`src/design/xcfc_pkg.sv`:
```
`default_nettype none

package xcfc_pkg;

  // Frame capacity and derived widths.
  localparam int MAX_BODY  = 256;
  localparam int BODY_W    = $clog2(MAX_BODY + 1);
  localparam int LENGTH_W  = 9;
  localparam int WORD_LEN  = 5;
  localparam int NUM_WORDS = 4;

  // Framing characters.
  localparam logic [7:0] CH_DOLLAR = 8'h24;
  localparam logic [7:0] CH_STAR   = 8'h2A;
  localparam logic [7:0] CH_NL     = 8'h0A;

  // Verdict codes.
  localparam logic [1:0] VERDICT_OK       = 2'd0;
  localparam logic [1:0] VERDICT_BAD_SUM  = 2'd1;
  localparam logic [1:0] VERDICT_NO_STAR  = 2'd2;
  localparam logic [1:0] VERDICT_OVERFLOW = 2'd3;

  // Command codes.
  localparam logic [2:0] CMD_NONE  = 3'd0;
  localparam logic [2:0] CMD_PSIGN = 3'd1;
  localparam logic [2:0] CMD_PFLSH = 3'd2;
  localparam logic [2:0] CMD_PBLFL = 3'd3;
  localparam logic [2:0] CMD_PEEPR = 3'd4;

  // Command words; entry 0 is the highest priority. The first character of
  // each word sits in the top byte.
  localparam logic [NUM_WORDS-1:0][8*WORD_LEN-1:0] CMD_WORDS =
    {"PEEPR", "PBLFL", "PFLSH", "PSIGN"};

  // One result item as it leaves the frame tracker.
  typedef struct packed {
    logic [1:0]          verdict;
    logic [2:0]          command_code;
    logic [LENGTH_W-1:0] body_length;
    logic [7:0]          computed_checksum;
  } result_t;

  // Uppercase hex character of a nibble.
  function automatic logic [7:0] hex_char(input logic [3:0] nibble);
    logic [7:0] ch;
    if (nibble < 4'd10) begin
      ch = 8'h30 + {4'h0, nibble};
    end else begin
      ch = 8'h37 + {4'h0, nibble};
    end
    return ch;
  endfunction

endpackage

`default_nettype wire

```
`src/design/xcfc_frame_tracker.sv`:
```
`default_nettype none

module xcfc_frame_tracker (
  input  wire logic             clk,
  input  wire logic             rst,
  input  wire logic             step,
  input  wire logic [7:0]       byte_in,
  output logic                  close_hit,
  output xcfc_pkg::result_t     result
);

  // Frame state.
  logic                          in_frame, in_frame_next;
  logic [xcfc_pkg::BODY_W-1:0]   body_count, body_count_next;
  logic [7:0]                    xor_accumulator, xor_accumulator_next;
  logic                          star_seen, star_seen_next;
  logic [1:0]                    after_star_count, after_star_count_next;
  logic [7:0]                    hex_high_char, hex_high_char_next;
  logic [7:0]                    hex_low_char, hex_low_char_next;
  logic [xcfc_pkg::NUM_WORDS-1:0] prefix_match_flags, prefix_match_flags_next;
  logic                          overflowed, overflowed_next;

  logic       is_dollar;
  logic       is_nl;
  logic       body_full;
  logic       in_prefix;
  logic [2:0] char_index;
  logic [5:0] char_shift;
  logic       sum_match;
  logic [1:0] verdict;
  logic [2:0] command_code;

  assign is_dollar  = (byte_in == xcfc_pkg::CH_DOLLAR);
  assign is_nl      = (byte_in == xcfc_pkg::CH_NL);
  assign body_full  = (body_count == xcfc_pkg::BODY_W'(xcfc_pkg::MAX_BODY));
  assign in_prefix  = (body_count < xcfc_pkg::BODY_W'(xcfc_pkg::WORD_LEN));
  assign char_index = body_count[2:0];
  assign char_shift = {3'(3'd4 - char_index), 3'b000};

  // A newline inside an open frame closes it with one result.
  assign close_hit = in_frame && is_nl;

  // Verdict from the current state, overflow first.
  assign sum_match = (hex_high_char == xcfc_pkg::hex_char(xor_accumulator[7:4])) &&
                     (hex_low_char == xcfc_pkg::hex_char(xor_accumulator[3:0]));

  always_comb begin
    if (overflowed) begin
      verdict = xcfc_pkg::VERDICT_OVERFLOW;
    end else if (!star_seen) begin
      verdict = xcfc_pkg::VERDICT_NO_STAR;
    end else if (!sum_match) begin
      verdict = xcfc_pkg::VERDICT_BAD_SUM;
    end else begin
      verdict = xcfc_pkg::VERDICT_OK;
    end
  end

  // Command code: first surviving word, only for a good frame of full prefix.
  always_comb begin
    command_code = xcfc_pkg::CMD_NONE;
    if (verdict == xcfc_pkg::VERDICT_OK && !in_prefix) begin
      if (prefix_match_flags[0]) begin
        command_code = xcfc_pkg::CMD_PSIGN;
      end else if (prefix_match_flags[1]) begin
        command_code = xcfc_pkg::CMD_PFLSH;
      end else if (prefix_match_flags[2]) begin
        command_code = xcfc_pkg::CMD_PBLFL;
      end else if (prefix_match_flags[3]) begin
        command_code = xcfc_pkg::CMD_PEEPR;
      end
    end
  end

  assign result.verdict           = verdict;
  assign result.command_code      = command_code;
  assign result.body_length       = xcfc_pkg::LENGTH_W'(body_count);
  assign result.computed_checksum = xor_accumulator;

  // Next-state logic for one byte.
  always_comb begin
    in_frame_next           = in_frame;
    body_count_next         = body_count;
    xor_accumulator_next    = xor_accumulator;
    star_seen_next          = star_seen;
    after_star_count_next   = after_star_count;
    hex_high_char_next      = hex_high_char;
    hex_low_char_next       = hex_low_char;
    prefix_match_flags_next = prefix_match_flags;
    overflowed_next         = overflowed;

    if (is_dollar) begin
      in_frame_next           = 1'b1;
      body_count_next         = '0;
      xor_accumulator_next    = '0;
      star_seen_next          = 1'b0;
      after_star_count_next   = 2'd0;
      hex_high_char_next      = '0;
      hex_low_char_next       = '0;
      prefix_match_flags_next = '1;
      overflowed_next         = 1'b0;
    end else if (in_frame) begin
      if (is_nl) begin
        in_frame_next = 1'b0;
      end else if (body_full) begin
        overflowed_next = 1'b1;
      end else begin
        if (in_prefix) begin
          for (int k = 0; k < xcfc_pkg::NUM_WORDS; k++) begin
            if (xcfc_pkg::CMD_WORDS[k][char_shift +: 8] != byte_in) begin
              prefix_match_flags_next[k] = 1'b0;
            end
          end
        end
        body_count_next = body_count + 1'b1;
        if (!star_seen) begin
          if (byte_in == xcfc_pkg::CH_STAR) begin
            star_seen_next = 1'b1;
          end else begin
            xor_accumulator_next = xor_accumulator ^ byte_in;
          end
        end else if (after_star_count == 2'd0) begin
          hex_high_char_next    = byte_in;
          after_star_count_next = 2'd1;
        end else if (after_star_count == 2'd1) begin
          hex_low_char_next     = byte_in;
          after_star_count_next = 2'd2;
        end
      end
    end
  end

  // State registers.
  always_ff @(posedge clk) begin
    if (rst) begin
      in_frame           <= 1'b0;
      body_count         <= '0;
      xor_accumulator    <= '0;
      star_seen          <= 1'b0;
      after_star_count   <= 2'd0;
      hex_high_char      <= '0;
      hex_low_char       <= '0;
      prefix_match_flags <= '1;
      overflowed         <= 1'b0;
    end else if (step) begin
      in_frame           <= in_frame_next;
      body_count         <= body_count_next;
      xor_accumulator    <= xor_accumulator_next;
      star_seen          <= star_seen_next;
      after_star_count   <= after_star_count_next;
      hex_high_char      <= hex_high_char_next;
      hex_low_char       <= hex_low_char_next;
      prefix_match_flags <= prefix_match_flags_next;
      overflowed         <= overflowed_next;
    end
  end

endmodule

`default_nettype wire

```
`src/design/xcfc_result_reg.sv`:
```
`default_nettype none

module xcfc_result_reg (
  input  wire logic              clk,
  input  wire logic              rst,
  input  wire logic              load,
  input  wire xcfc_pkg::result_t result_in,
  input  wire logic              out_stall,
  output logic                   ready,
  output logic                   out_valid,
  output xcfc_pkg::result_t      result_out
);

  // The register can take a new result when empty or being drained.
  assign ready = !out_valid || !out_stall;

  // Valid flag.
  always_ff @(posedge clk) begin
    if (rst) begin
      out_valid <= 1'b0;
    end else if (ready) begin
      out_valid <= load;
    end
  end

  // Payload holds while stalled.
  always_ff @(posedge clk) begin
    if (ready && load) begin
      result_out <= result_in;
    end
  end

endmodule

`default_nettype wire

```
`src/design/xor_checksum_frame_checker_top.sv`:
```
// XOR checksum frame checker.
//
// Input channel: one received byte per transfer on rx_byte, in_valid and
// in_stall. Output channel: one verdict per closed frame on verdict,
// command_code, body_length and computed_checksum, with out_valid and
// out_stall. A '$' opens a frame, a newline inside a frame closes it and
// produces one result; all other bytes produce none.
// Throughput is one byte per cycle while in_stall is low: the byte goes into
// an input register, the frame tracker updates its state from it in one pass
// of short logic, and a closing byte loads the result register, which raises
// out_valid and holds the verdict until out_stall is low.
// When the receiver stalls with a result pending, bytes that produce no
// result keep flowing; a newline that closes a frame waits in the input
// register, and in_stall rises, until the result register drains.
// Reset (rst, synchronous, active high) empties both registers and leaves
// the tracker outside any frame.
`default_nettype none

module xor_checksum_frame_checker_top (
  input  wire logic                            clk,
  input  wire logic                            rst,
  input  wire logic                            in_valid,
  output logic                                 in_stall,
  input  wire logic [7:0]                      rx_byte,
  output logic                                 out_valid,
  input  wire logic                            out_stall,
  output logic [1:0]                           verdict,
  output logic [2:0]                           command_code,
  output logic [xcfc_pkg::LENGTH_W-1:0]        body_length,
  output logic [7:0]                           computed_checksum
);

  logic              s1_valid;
  logic [7:0]        s1_byte;
  logic              close_hit;
  logic              out_ready;
  logic              advance;
  xcfc_pkg::result_t tracker_result;
  xcfc_pkg::result_t out_result;

  // The staged byte moves on unless it closes a frame and the output is full.
  assign advance  = s1_valid && (!close_hit || out_ready);
  assign in_stall = s1_valid && !advance;

  // Input register.
  always_ff @(posedge clk) begin
    if (rst) begin
      s1_valid <= 1'b0;
    end else if (!in_stall) begin
      s1_valid <= in_valid;
    end
  end

  always_ff @(posedge clk) begin
    if (!in_stall && in_valid) begin
      s1_byte <= rx_byte;
    end
  end

  xcfc_frame_tracker u_tracker (
    .clk       (clk),
    .rst       (rst),
    .step      (advance),
    .byte_in   (s1_byte),
    .close_hit (close_hit),
    .result    (tracker_result)
  );

  xcfc_result_reg u_result (
    .clk        (clk),
    .rst        (rst),
    .load       (advance && close_hit),
    .result_in  (tracker_result),
    .out_stall  (out_stall),
    .ready      (out_ready),
    .out_valid  (out_valid),
    .result_out (out_result)
  );

  assign verdict           = out_result.verdict;
  assign command_code      = out_result.command_code;
  assign body_length       = out_result.body_length;
  assign computed_checksum = out_result.computed_checksum;

  // A command code only comes with a good frame.
  a_code_only_when_ok: assert property (@(posedge clk) disable iff (rst)
    out_valid && verdict != xcfc_pkg::VERDICT_OK |-> command_code == xcfc_pkg::CMD_NONE)
    else $error("command code on a failed frame");

  // An overflowed frame reports the full capacity as its length.
  a_overflow_length: assert property (@(posedge clk) disable iff (rst)
    out_valid && verdict == xcfc_pkg::VERDICT_OVERFLOW |->
      body_length == xcfc_pkg::LENGTH_W'(xcfc_pkg::MAX_BODY))
    else $error("overflow verdict without full body length");

  // A staged byte held back by the output keeps its value.
  a_stage_holds: assert property (@(posedge clk) disable iff (rst)
    in_stall |=> s1_valid && $stable(s1_byte))
    else $error("staged byte lost while stalled");

  // The input is only held back by a closing byte against a full output.
  a_stall_cause: assert property (@(posedge clk) disable iff (rst)
    in_stall |-> close_hit && out_valid && out_stall)
    else $error("input stalled without a pending result");

endmodule

`default_nettype wire
```
`config.mk`:
```
export PLATFORM = sky130hd
export DESIGN_NAME = xor_checksum_frame_checker_top
export DESIGN_NICKNAME = d
export VERILOG_FILES = /design/src/design/xcfc_pkg.sv /design/src/design/xcfc_frame_tracker.sv /design/src/design/xcfc_result_reg.sv /design/src/design/xor_checksum_frame_checker_top.sv
export SDC_FILE = /design/constraint.sdc
export NUM_CORES = 1
export LEC_CHECK = 0
export ABC_CLOCK_PERIOD_IN_PS = 3700
export BUFFER_PORTS_ARGS = -buffer_cell sky130_fd_sc_hd__buf_2
export CAP_MARGIN = 25
export CELL_PAD_IN_SITES_DETAIL_PLACEMENT = 1
export CELL_PAD_IN_SITES_GLOBAL_PLACEMENT = 1
export CORE_ASPECT_RATIO = 0.5
export CORE_MARGIN = 5
export CORE_UTILIZATION = 46
export CTS_CLUSTER_DIAMETER = 80
export DETAILED_ROUTE_END_ITERATION = 7
export GPL_TIMING_DRIVEN = 0
export PLACE_DENSITY_LB_ADDON = 0.1
export REMOVE_ABC_BUFFERS = 1
export SYNTH_ARGS = -nofsm -noshare
export SYNTH_HDL_FRONTEND = slang
export SYNTH_HIERARCHICAL = 1
export SYNTH_SLANG_ARGS = --single-unit
```
`constraint.sdc`:
```
create_clock -name clk -period 3.7 [get_ports clk]
set_input_delay 0 -clock clk [delete_from_list [all_inputs] [get_ports clk]]
set_output_delay 0 -clock clk [all_outputs]
set_load 0.02 [all_outputs]
```
## Word-level counts from Yosys, hierarchy flattened

Index checks and enable logic that the tools add are counted.

| storage, ports and cells | value |
|---|---|
| flip-flop bits (word level) | 74 |
| bits of input ports | 12 |
| output and inout port bits | 24 |
| logic and storage cells | 154 |

| cells by class | value |
|---|---|
| add/subtract/negate cells | 6 |
| $lt $le $gt $ge | 3 |
| equality and inequality tests | 16 |
| shift operators | 4 |
| multiplexer cells | 61 |
| bitwise logic cells | 2 |
| reduce and logical (&&, ||, !) cells | 41 |

Operators by type and width:

| cell | count |
|---|---|
| $mux W8 | 21 |
| $shiftx A40 B7 Y8 const A | 4 |
| $reduce_and A6 Y1 | 7 |
| $mux W9 | 4 |
| $ne A8 B8 Y1 | 4 |
| $add A6 B4 Y7 const A | 4 |
| $mux W2 | 11 |
| $mux W4 | 5 |
| $reduce_bool A2 Y1 | 10 |
| $mux W1 | 19 |
| $eq A8 B6 Y1 const B | 2 |
| $eq A8 B8 Y1 | 2 |
| $add A9 B1 Y9 const B | 1 |
| $eq A9 B9 Y1 const B | 1 |
| $lt A9 B3 Y1 const B | 1 |
| $eq A8 B4 Y1 const B | 1 |
| $logic_and A1 B1 Y1 | 8 |
| $lt A4 B4 Y1 const B | 2 |
| $ne A2 B1 Y1 const B | 4 |
| $reduce_and A4 Y1 | 2 |
| $xor A8 B8 Y8 | 1 |
| $reduce_and A7 Y1 | 1 |
| $logic_not A1 Y1 | 6 |
| $logic_not A2 Y1 | 2 |
| 9 further kinds | 10 |

## Logic depth before layout (Yosys ltp)

Gate-level depths: netlist (run 1).

| logic depth | value |
|---|---|
| depth in word-level cells | 11 |
| mapped depth | 12 |
| depth with buffers taken out | 10 |

## Hierarchy

Netlist (run 1), hierarchy kept.

Modules (own cells, without submodules):

| module | instances | cells an instance | area each (µm²) | sequential area each (µm²) |
|---|---|---|---|---|
| xcfc_frame_tracker | 1 | 341 | 2806.4 | 840.8 |
| xcfc_result_reg | 1 | 27 | 699.4 | 680.7 |
| xor_checksum_frame_checker_top | 1 | 17 | 309.0 | 260.2 |

## Worst setup path before layout (run 1)

OpenSTA, ideal clock, no wires.

| timing | value |
|---|---|
| kind | reg2reg |
| start point | register s1_byte[7] |
| end point | register u_result/result_out[0] in the netlist's numbering, enable pin |
| setup time | 381 ps |
| data arrival time | 2393 ps |
| required time | 3319 ps |
| setup slack | 927 ps |
| stages on the path, launching flop included | 8 |
| path buffers | 1 |
| period minus slack after synthesis | 2773 ps |
| cell sequence | edfxtp_1 -> or4_4 -> buf_6 -> nor3_1 -> and2_1 -> nand2_1 -> nor2_1 -> and2_1 |

| on the way | value |
|---|---|
| longest elaborated chain between the ends | 7 |

RTL lines:

| item | line | RTL |
|---|---|---|
| start: declaration | xor_checksum_frame_checker_top.sv:34 | `logic [7:0] s1_byte;` |
| start signal: assignment | xor_checksum_frame_checker_top.sv:56 | `s1_byte <= rx_byte;` |
| $eq A8 B4 Y1 * | xcfc_frame_tracker.sv:34 | `assign is_nl = (byte_in == xcfc_pkg::CH_NL);` |
| $logic_and A1 B1 Y1 * | xcfc_frame_tracker.sv:41 | `assign close_hit = in_frame && is_nl;` |
| named net close_hit | xor_checksum_frame_checker_top.sv:35 | `logic close_hit;` |
| $logic_not A1 Y1 | xor_checksum_frame_checker_top.sv:42 | `assign advance = s1_valid && (!close_hit \|\| out_ready);` |
| $logic_or A1 B1 Y1 | xor_checksum_frame_checker_top.sv:42 |  |
| $logic_and A1 B1 Y1 | xor_checksum_frame_checker_top.sv:42 |  |
| $logic_and A1 B1 Y1 * | xor_checksum_frame_checker_top.sv:72 | `.load (advance && close_hit),` |
| $logic_and A1 B1 Y1 * | xcfc_result_reg.sv:28 | `if (ready && load) begin` |
| end signal: assignment | xcfc_result_reg.sv:29 | `result_out <= result_in;` |
| end: declaration | xcfc_result_reg.sv:11 | `output xcfc_pkg::result_t result_out` |

Mark *: on every way through the listed nets, which the timed path passes. The rest lies on a longest branch.
A chain may end at the register's enable or synchronous reset.

## Worst setup path after layout (run 1)

| timing | value |
|---|---|
| start point | register s1_byte[4] |
| end point | register u_tracker.hex_high_char[6] |

| on the way | value |
|---|---|
| longest elaborated chain between the ends | 6 |
| elaborated cells on any way between the ends | 13 |
| classes of those cells | eq/ne (4); mux (1); reduce/logical (8) |

RTL lines:

| item | line | RTL |
|---|---|---|
| $eq A8 B4 Y1 | xcfc_frame_tracker.sv:34 |  |
| $logic_and A1 B1 Y1 | xcfc_frame_tracker.sv:41 |  |
| named net close_hit | xor_checksum_frame_checker_top.sv:35 |  |
| $logic_not A1 Y1 | xor_checksum_frame_checker_top.sv:42 |  |
| $logic_or A1 B1 Y1 | xor_checksum_frame_checker_top.sv:42 |  |
| $logic_and A1 B1 Y1 | xor_checksum_frame_checker_top.sv:42 |  |
| named net advance | xor_checksum_frame_checker_top.sv:37 | `logic advance;` |
| $reduce_and A6 Y1 (no line) | - |  |
| end signal: assignment | xcfc_frame_tracker.sv:151 | `hex_high_char <= hex_high_char_next;` |
| end: declaration | xcfc_frame_tracker.sv:18 | `logic [7:0] hex_high_char, hex_high_char_next;` |

The timed path passes the listed nets, and every way through them passes these cells.

==> results of run 1 <==
[state kept, by name, summed over array words and instances, names as in the netlist]
signal                        flops
s1_valid                          1
s1_byte                           8
u_tracker/after_star_count        2
u_result/out_valid                1
u_tracker/hex_high_char           8
u_tracker/overflowed              1
u_tracker/hex_low_char            8
u_tracker/in_frame                1
u_tracker/prefix_match_flags      4
u_tracker/body_count              9
u_tracker/xor_accumulator         8
u_tracker/star_seen               1
u_result/result_out              22
[final cells by class]
| type | instances | area [µm²] | share of cell area (%) |
|---|---|---|---|
| tap | 112 | 140.1 | 3.154 |
| inverter | 16 | 60.06 | 1.352 |
| clock inverter | 3 | 17.52 | 0.3943 |
| timing repair buffer | 46 | 290.3 | 6.533 |
| clock buffer | 13 | 240.2 | 5.407 |
| multi-input combinational | 277 | 1913 | 43.06 |
| sequential | 74 | 1782 | 40.10 |
[power breakdown]
| group | leakage, nW | internal, mW | switching [mW] |
|---|---|---|---|
| combinational | 0.752 | 0.0302 | 0.0327 |
| sequential | 0.639 | 0.853 | 0.0250 |
| clock | 0.125 | 0.452 | 0.320 |
| total | 1.52 | 1.34 | 0.378 |
[cell usage in the layout (no fill, tap or decap), types with 2 or more instances in the layout]
cell / count
sky130_fd_sc_hd__inv_1: 16
sky130_fd_sc_hd__o21ai_0: 15
sky130_fd_sc_hd__a21oi_1: 20
sky130_fd_sc_hd__a311oi_1: 2
sky130_fd_sc_hd__or4_1: 3
sky130_fd_sc_hd__dlygate4sd3_1: 10
sky130_fd_sc_hd__xor2_1: 5
sky130_fd_sc_hd__xnor2_1: 19
sky130_fd_sc_hd__a22oi_1: 2
sky130_fd_sc_hd__nor2_1: 48
sky130_fd_sc_hd__o21bai_1: 2
sky130_fd_sc_hd__edfxtp_1: 30
sky130_fd_sc_hd__nand2_1: 22
sky130_fd_sc_hd__buf_2: 35
sky130_fd_sc_hd__and3_1: 2
sky130_fd_sc_hd__a211o_1: 2
sky130_fd_sc_hd__nand3b_1: 4
sky130_fd_sc_hd__and2_2: 3
sky130_fd_sc_hd__nor4_1: 3
sky130_fd_sc_hd__a211oi_1: 5
sky130_fd_sc_hd__clkbuf_1: 4
sky130_fd_sc_hd__mux2i_1: 21
sky130_fd_sc_hd__nor3b_1: 10
sky130_fd_sc_hd__nand4_1: 3
sky130_fd_sc_hd__dfxtp_1: 44
sky130_fd_sc_hd__nand2b_1: 9
sky130_fd_sc_hd__nand3_1: 13
sky130_fd_sc_hd__nor3_1: 11
sky130_fd_sc_hd__clkbuf_16: 9
sky130_fd_sc_hd__ha_1: 9
sky130_fd_sc_hd__a31oi_1: 2
sky130_fd_sc_hd__nor4b_1: 4
sky130_fd_sc_hd__or4_4: 3
sky130_fd_sc_hd__nor2_2: 2
sky130_fd_sc_hd__o21a_1: 3
sky130_fd_sc_hd__nor2b_1: 4
[stage by stage]
stage	hold WS, ps	TNS [ps]
floorplan	69.07	0
global placement	176.6	-243.4
detailed placement	181.1	-1064
CTS	143.6	0
global route	174.1	0
finish	150.4	0
[routing by layer]
| layer | global-route usage, % | vias up | wire length (µm) |
|---|---|---|---|
| met1 | 27.31 | 1497 | 4983 |
| li1 | - | 1454 | - |
| met2 | 34.28 | 50 | 4656 |
| met3 | 5.459 | 6 | 382 |
| met4 | 4.338 | 0 | 59 |
| met5 | 0 | - | 0 |
[path summary, 6_finish.rpt]
kind / depth (start not counted) / end / from / slack [ps]
setup / recovery: 9 / u_tracker/hex_high_char[6]$_SDFFE_PP0P_ / s1_byte[4]$_DFFE_PP_ / 310
hold / removal: 2 / u_tracker/body_count[1]$_SDFFE_PP0P_ / rst / 150
hold reg to reg: 2 / u_tracker/prefix_match_flags[1]$_SDFFE_PP1P_ / u_tracker/prefix_match_flags[1]$_SDFFE_PP1P_ / 470
setup reg to reg: 9 / u_tracker/hex_high_char[6]$_SDFFE_PP0P_ / s1_byte[4]$_DFFE_PP_ / 310
[timing repair]
action / in CTS / in global routing
endpoints found under the setup margin: 14 / 11
gates resized for setup: 2 / 3
endpoints found under the hold margin: 10 / 0
gates cloned: 0 / 0
hold buffers: 10 / 0
[kinds of logic after synthesis]
logic type / after synthesis
buffers and inverters: 34
and+or+nand+nor: 154
AOI/OAI and AO/OA: 69
DFF: 74
xor gates and xnor gates: 24
muxes: 21
adders and majority gates: 9
==> out/results.tsv, run 1 <==
stage	metric	value	unit
run_status	result of the run	finished, final reports clean	
setup_path	Arrival @ worst endpoint	3590	ps
timing	period utilisation layout	91.68	%
detailed_routing	via/cell ratio	5.558	
synth	cell with the most instances after synthesis	sky130_fd_sc_hd__nor2_1	
setup_path	crit path capture type	flop	
clock_network	clock-pin slew on the worst setup and hold paths	60	ps
finish	layout filler cell count	894	
timing	worst-case clock skew	4.785	ps
clock_network	maximum clock insertion buffer count	2	
setup_path	type of the worst setup path	flop to flop	
synth	area of the mapped netlist	3815	µm²
worst_hold_path	worst hold-check path type	primary input to flop	
finish	count of nets after finishing	445	
synth	count of mapped cells out of synthesis	385	
detailed_routing	vias post-DR	3007	
timing	final worst-path setup slack	307.9	ps
clock_network	clock tree from TritonCTS	built	
clock_network	H-tree levels	3	
timing	Max Clk Rate	294.8	MHz
setup_path	Worst path top cell family by delay	simple AND/OR/NAND/NOR gates	
finish	final antenna diode count	0	
finish	proportion of layout cells with a drive suffix above 1	16.32	%
floorplanning	die extent in x	138.8	µm
synth	Yosys top cell by area	sky130_fd_sc_hd__edfxtp_1	
global_routing	largest net degree at the start of global routing	28	
synth	portion of the post-synthesis area used by sequential elements	46.70	%
power_and_ir_drop	total power	1.714	mW
global_routing	global route overflow	0	
timing	Worst-Margin Slew	912.6	ps
detailed_routing	total iterations of the first detailed-routing run	4	
synth	parity-gate share of the synthesized area counting xor and xnor cells	5.510	%
timing	headroom to the max-slew limit	38.69	%
floorplanning	Die Height	74.40	µm
detailed_routing	number of nets with antenna violations after routing	0	
floorplanning	effective utilization at floorplan	47.51	%
global_routing	GRT Overall Usage	20.48	%
detailed_routing	number of violations reported at the end of detailed-routing iteration 0	180	
timing	final critical delay including setup and external delays	3392	ps
clock_network	Post-CTS Repair Setup Buffers	0	
timing	Max Slew Vio Count	0	
synth	biggest area contributors in the synthesized netlist	sky130_fd_sc_hd__edfxtp_1 24%, sky130_fd_sc_hd__dfxtp_1 23%, sky130_fd_sc_hd__mux2i_1 5.5%	
timing	setup repair after global routing missed its margin	false	
placed_design	DP Cell Count	515	
power_and_ir_drop	LEAKAGE	1.517	nW
synth	proportion of synthesized area in mux cells	5.510	%
finish	final cell count without fillers	541	
clock_network	TritonCTS Sinks	74	
placed_design	placed wire-length estimate after detailed placement	7095	µm
detailed_routing	WL per Instance	18.63	µm
synth	Post-Synth Simple-Gate Area	22.07	%
detailed_routing	DRT Wirelength	10080	µm
global_routing	first-pass GRT wire length	16590	µm
finish	Final Core Density	55.34	%
placed_design	number of port buffers	35	
setup_path	largest incremental delay on the critical path	710	ps
setup_path	CP max stage cell	sky130_fd_sc_hd__edfxtp_1	
setup_path	critical path startpoint category	flop	
synth	yosys synthesis warning count	6	
setup_path	CP Buf/Inv Count	1	
synth	share of synthesized registers carrying an async set or reset	0	%
global_routing	vias in the first global route	3215	
job	max capacitance violation total	0	
synth	primary flip-flop cell chosen by synthesis mapping	sky130_fd_sc_hd__dfxtp_1	
synth	most instantiated cells after synthesis	48 x sky130_fd_sc_hd__nor2_1, 44 x sky130_fd_sc_hd__dfxtp_1, 30 x sky130_fd_sc_hd__edfxtp_1	
clock_network	later-pin clock latency in the skew report	330	ps
synth	main combinational cell family by area after synthesis	simple AND/OR/NAND/NOR gates	
finish	area overhead of the layout relative to synthesis	16.46	%
synth	adder and majority gate portion of the synthesized area	2.952	%
synth	number of flops mapped to enable cells by yosys	30	
placed_design	post-place setup slack	-118.4	ps
detailed_routing	DRC errors left	0	
synth	mean instance size in the synthesized netlist	9.909	µm²
setup_path	maximum fanout count along the critical path	12	
floorplanning	standard-cell row count	23	
floorplanning	die area	10330	µm²
setup_path	critical path cell sequence	or4_4, nor3_1, and2_1, a21boi_4, inv_1, or4_1, o21ai_4, mux2i_1, nor2_1	
synth	number of synthesized register bits	74	
power_and_ir_drop	worst vdd rail ir drop	216.3	µV
placed_design	instance area at placement	4064	µm²
placed_design	gpl congestion	0.8642	
timing	endpoints failing setup	0	
power_and_ir_drop	power per unit of standard cell area	385.7	nW/µm²
synth	post-synthesis compound-gate area fraction	13.55	%
synth	number of distinct library cells after synthesis	61	
timing	final hold viol count	0	
clock_network	clock buffer count from CTS	9	
floorplanning	core region area	8029	µm²
setup_path	data required time at the worst endpoint	3900	ps
global_routing	antenna violations before repair	0	
clock_network	Root Driver	sky130_fd_sc_hd__clkbuf_16	
synth	Yosys top cell area share	23.61	%
finish	finished layout cell area	4443	µm²
floorplanning	number of top-level pins	36	
Power figures use the tool's default switching activity.
==> run 2: changes to the inputs <==
--- a/config.mk
+++ b/config.mk
@@ -5,6 +5,7 @@
 export SDC_FILE = /design/constraint.sdc
 export NUM_CORES = 1
 export LEC_CHECK = 0
+export ABC_AREA = 1
 export ABC_CLOCK_PERIOD_IN_PS = 3700
 export BUFFER_PORTS_ARGS = -buffer_cell sky130_fd_sc_hd__buf_2
 export CAP_MARGIN = 25
@@ -12,7 +13,7 @@
 export CELL_PAD_IN_SITES_GLOBAL_PLACEMENT = 1
 export CORE_ASPECT_RATIO = 0.5
 export CORE_MARGIN = 5
-export CORE_UTILIZATION = 46
+export CORE_UTILIZATION = 44
 export CTS_CLUSTER_DIAMETER = 80
 export DETAILED_ROUTE_END_ITERATION = 7
 export GPL_TIMING_DRIVEN = 0
==> run 2 against run 1 <==
  * Register-to-register slack improved by 450 ps
  * Critical path type unchanged
  * Critical endpoint is now u_tracker/hex_high_char[2]$_SDFFE_PP0P_
  * Clock power increased by 12%
  * Largest cell class unchanged
  * Combinational power increased by 25%
  * Largest power group unchanged
  * Highest routed layer unchanged
  * First-iteration DRC count increased by 43%
  * Sequential share of layout area decreased by 1.2 points
  * Worst hold slack improved by 20 ps
==> out/results.tsv, run 2 <==
stage	metric	value	unit
finish	max FFs per register	22	
clock_network	H-tree levels	3	
job	max capacitance violation total	0	
global_routing	GRT Overall Usage	21.47	%
synth	most instantiated cells after synthesis	150 x sky130_fd_sc_hd__nand2_1, 66 x sky130_fd_sc_hd__inv_1, 60 x sky130_fd_sc_hd__nor2_1	
synth	number of flops mapped to enable cells by yosys	30	
run_status	result of the run	finished, final reports clean	
placed_design	placed wire-length estimate after detailed placement	7813	µm
clock_network	later-pin clock latency in the skew report	340	ps
synth	number of synthesized register bits	74	
finish	most frequent standard cell in the layout excluding fill and tap cells	sky130_fd_sc_hd__nand2_1	
global_routing	first-pass GRT wire length	18540	µm
power_and_ir_drop	LEAKAGE	2.033	nW
finish	count of nets after finishing	589	
detailed_routing	vias post-DR	3583	
synth	count of mapped cells out of synthesis	522	
clock_network	Post-CTS Repair Setup Buffers	0	
timing	Max Clk Rate	339.6	MHz
timing	endpoints failing setup	0	
timing	Worst-Margin Slew	878.8	ps
global_routing	antenna violations before repair	0	
clock_network	clock buffer count from CTS	9	
timing	hold slack	170.8	ps
placed_design	post-place setup slack	766.6	ps
setup_path	crit path capture type	flop	
setup_path	type of the worst setup path	flop to flop	
floorplanning	die extent in x	143.5	µm
power_and_ir_drop	sw power	0.4169	mW
floorplanning	die area	11010	µm²
power_and_ir_drop	Switching Fraction	22.93	%
placed_design	number of port buffers	35	
clock_network	Post-CTS Hold Fix Bufs	10	
finish	commonest cells after routing, fill and taps aside	150 x sky130_fd_sc_hd__nand2_1, 66 x sky130_fd_sc_hd__inv_1, 60 x sky130_fd_sc_hd__nor2_1	
clock_network	clock tree from TritonCTS	built	
timing	headroom to the max-slew limit	41.28	%
timing	worst-case clock skew	7.449	ps
clock_network	# resized after CTS	0	
synth	yosys synthesis warning count	6	
floorplanning	effective utilization at floorplan	45.00	%
clock_network	clock-pin slew on the worst setup and hold paths	60	ps
synth	share of synthesized registers carrying an async set or reset	0	%
power_and_ir_drop	cell internal pwr	1.401	mW
power_and_ir_drop	power per unit of standard cell area	397.1	nW/µm²
synth	number of distinct library cells after synthesis	32	
detailed_routing	total iterations of the first detailed-routing run	4	
floorplanning	number of top-level pins	36	
finish	area overhead of the layout relative to synthesis	16.83	%
setup_path	maximum fanout count along the critical path	28	
worst_hold_path	worst hold-check path type	primary input to flop	
synth	mean instance size in the synthesized netlist	7.507	µm²
finish	final antenna diode count	0	
synth	cell with the most instances after synthesis	sky130_fd_sc_hd__nand2_1	
synth	Yosys top cell area share	22.99	%
setup_path	critical path startpoint category	flop	
placed_design	gpl congestion	0.8464	
global_routing	vias in the first global route	3607	
detailed_routing	via/cell ratio	5.193	
detailed_routing	WL per Instance	16.01	µm
clock_network	maximum clock insertion buffer count	2	
clock_network	TritonCTS Sinks	74	
power_and_ir_drop	worst vdd rail ir drop	218.4	µV
finish	Regs by FF count	u_result/result_out: 22 flops, u_tracker/body_count: 9 flops	
power_and_ir_drop	fraction of power consumed by sequential logic	47.9	%
detailed_routing	number of violations reported at the end of detailed-routing iteration 0	257	
power_and_ir_drop	portion of total power attributed to combinational logic	4.3	%
timing	period utilisation layout	79.58	%
synth	primary flip-flop cell chosen by synthesis mapping	sky130_fd_sc_hd__dfxtp_1	
setup_path	data required time at the worst endpoint	3890	ps
detailed_routing	number of nets with antenna violations after routing	0	
global_routing	largest net degree at the start of global routing	29	
synth	area of the mapped netlist	3919	µm²
finish	register name with the most flops	u_result/result_out	
synth	biggest area contributors in the synthesized netlist	sky130_fd_sc_hd__edfxtp_1 23%, sky130_fd_sc_hd__dfxtp_1 22%, sky130_fd_sc_hd__nand2_1 14%	
floorplanning	core region area	8708	µm²
timing	final hold viol count	0	
timing	final worst-path setup slack	755.7	ps
finish	proportion of layout cells with a drive suffix above 1	12.39	%
global_routing	global route overflow	0	
detailed_routing	DRC errors left	0	
setup_path	Arrival @ worst endpoint	3140	ps
detailed_routing	DRT Wirelength	11050	µm
floorplanning	Die Height	76.73	µm
timing	setup repair after global routing missed its margin	false	
synth	portion of the post-synthesis area used by sequential elements	45.47	%
power_and_ir_drop	clock share of power	47.7	%
floorplanning	standard-cell row count	24	
timing	final critical delay including setup and external delays	2944	ps
synth	Yosys top cell by area	sky130_fd_sc_hd__edfxtp_1	
timing	Max Slew Vio Count	0	
clock_network	Root Driver	sky130_fd_sc_hd__clkbuf_16	
[run 2: worst max-delay path, stage by stage, from the launching register on]
cell,delay [ps]
sky130_fd_sc_hd__edfxtp_1,670
sky130_fd_sc_hd__nor3_1,150
sky130_fd_sc_hd__nand2_1,140
sky130_fd_sc_hd__nor2_1,90
sky130_fd_sc_hd__a21oi_2,260
sky130_fd_sc_hd__nand2_1,90
sky130_fd_sc_hd__inv_1,60
sky130_fd_sc_hd__nand2_1,90
sky130_fd_sc_hd__a21oi_4,710
sky130_fd_sc_hd__nand2_2,310
sky130_fd_sc_hd__nand2_1,140
sky130_fd_sc_hd__a21oi_1,70
[run 2: final cells by class]
type | instances | area (µm²)
Sequential cell | 74 | 1782
Inverter | 69 | 260.3
Clock inverter | 7 | 70.07
Tap cell | 117 | 146.4
Clock buffer | 9 | 225.2
Multi-Input combinational cell | 369 | 1819
Fill cell | 1129 | 4130
Timing Repair Buffer | 45 | 275.3
[run 2: kinds of logic after synthesis]
family / after synthesis / share of synthesized area, %
AND/OR/NAND/NOR: 280 / 31.13
flip-flops: 74 / 45.47
buffers and inverters: 79 / 8.397
AO/OA/AOI/OAI: 68 / 9.451
XOR/XNOR: 12 / 2.682
adder cells (fa/ha/maj): 9 / 2.874
[run 2: final timing paths]
check / startpoint / endpoint / slack, ps / depth (start not counted)
max: s1_byte[0]$_DFFE_PP_ / u_tracker/hex_high_char[2]$_SDFFE_PP0P_ / 760 / 11
min: rst / u_tracker/body_count[6]$_SDFFE_PP0P_ / 170 / 2
max reg2reg: s1_byte[0]$_DFFE_PP_ / u_tracker/hex_high_char[2]$_SDFFE_PP0P_ / 760 / 11
min reg2reg: u_tracker/prefix_match_flags[2]$_SDFFE_PP1P_ / u_tracker/prefix_match_flags[2]$_SDFFE_PP1P_ / 480 / 2
[run 2: stage by stage]
stage	instances	area, µm²	util, %	TNS (ps)	power [mW]
final	690	4578	52.57	0	1.818
after global routing	690	4578	52.57	0	1.896
after CTS	690	4578	52.57	0	1.838
after detailed placement	664	4183	48.03	0	0.9578
after global placement	664	4172	47.90	-5088	0.9554
after floorplan	512	3850	-	0	0.9243
[run 2: power by group through the flow]
stage | combinational (mW) | clock, mW | sequential (mW)
6_report | 0.0789 | 0.868 | 0.871
5_1_grt | 0.0871 | 0.937 | 0.872
4_1_cts | 0.0778 | 0.890 | 0.871
3_5_place_dp | 0.0689 | 0 | 0.889
3_3_place_gp | 0.0664 | 0 | 0.889
2_1_floorplan | 0.0437 | 0 | 0.881
[run 2: layer usage]
layer	up-vias	part of all wire, %	global-route usage (%)
li1	1768	-	-
met4	0	0.70	5.263
met1	1737	49	29.95
met3	8	4.9	4.848
met2	70	46	33.83
met5	-	0	0
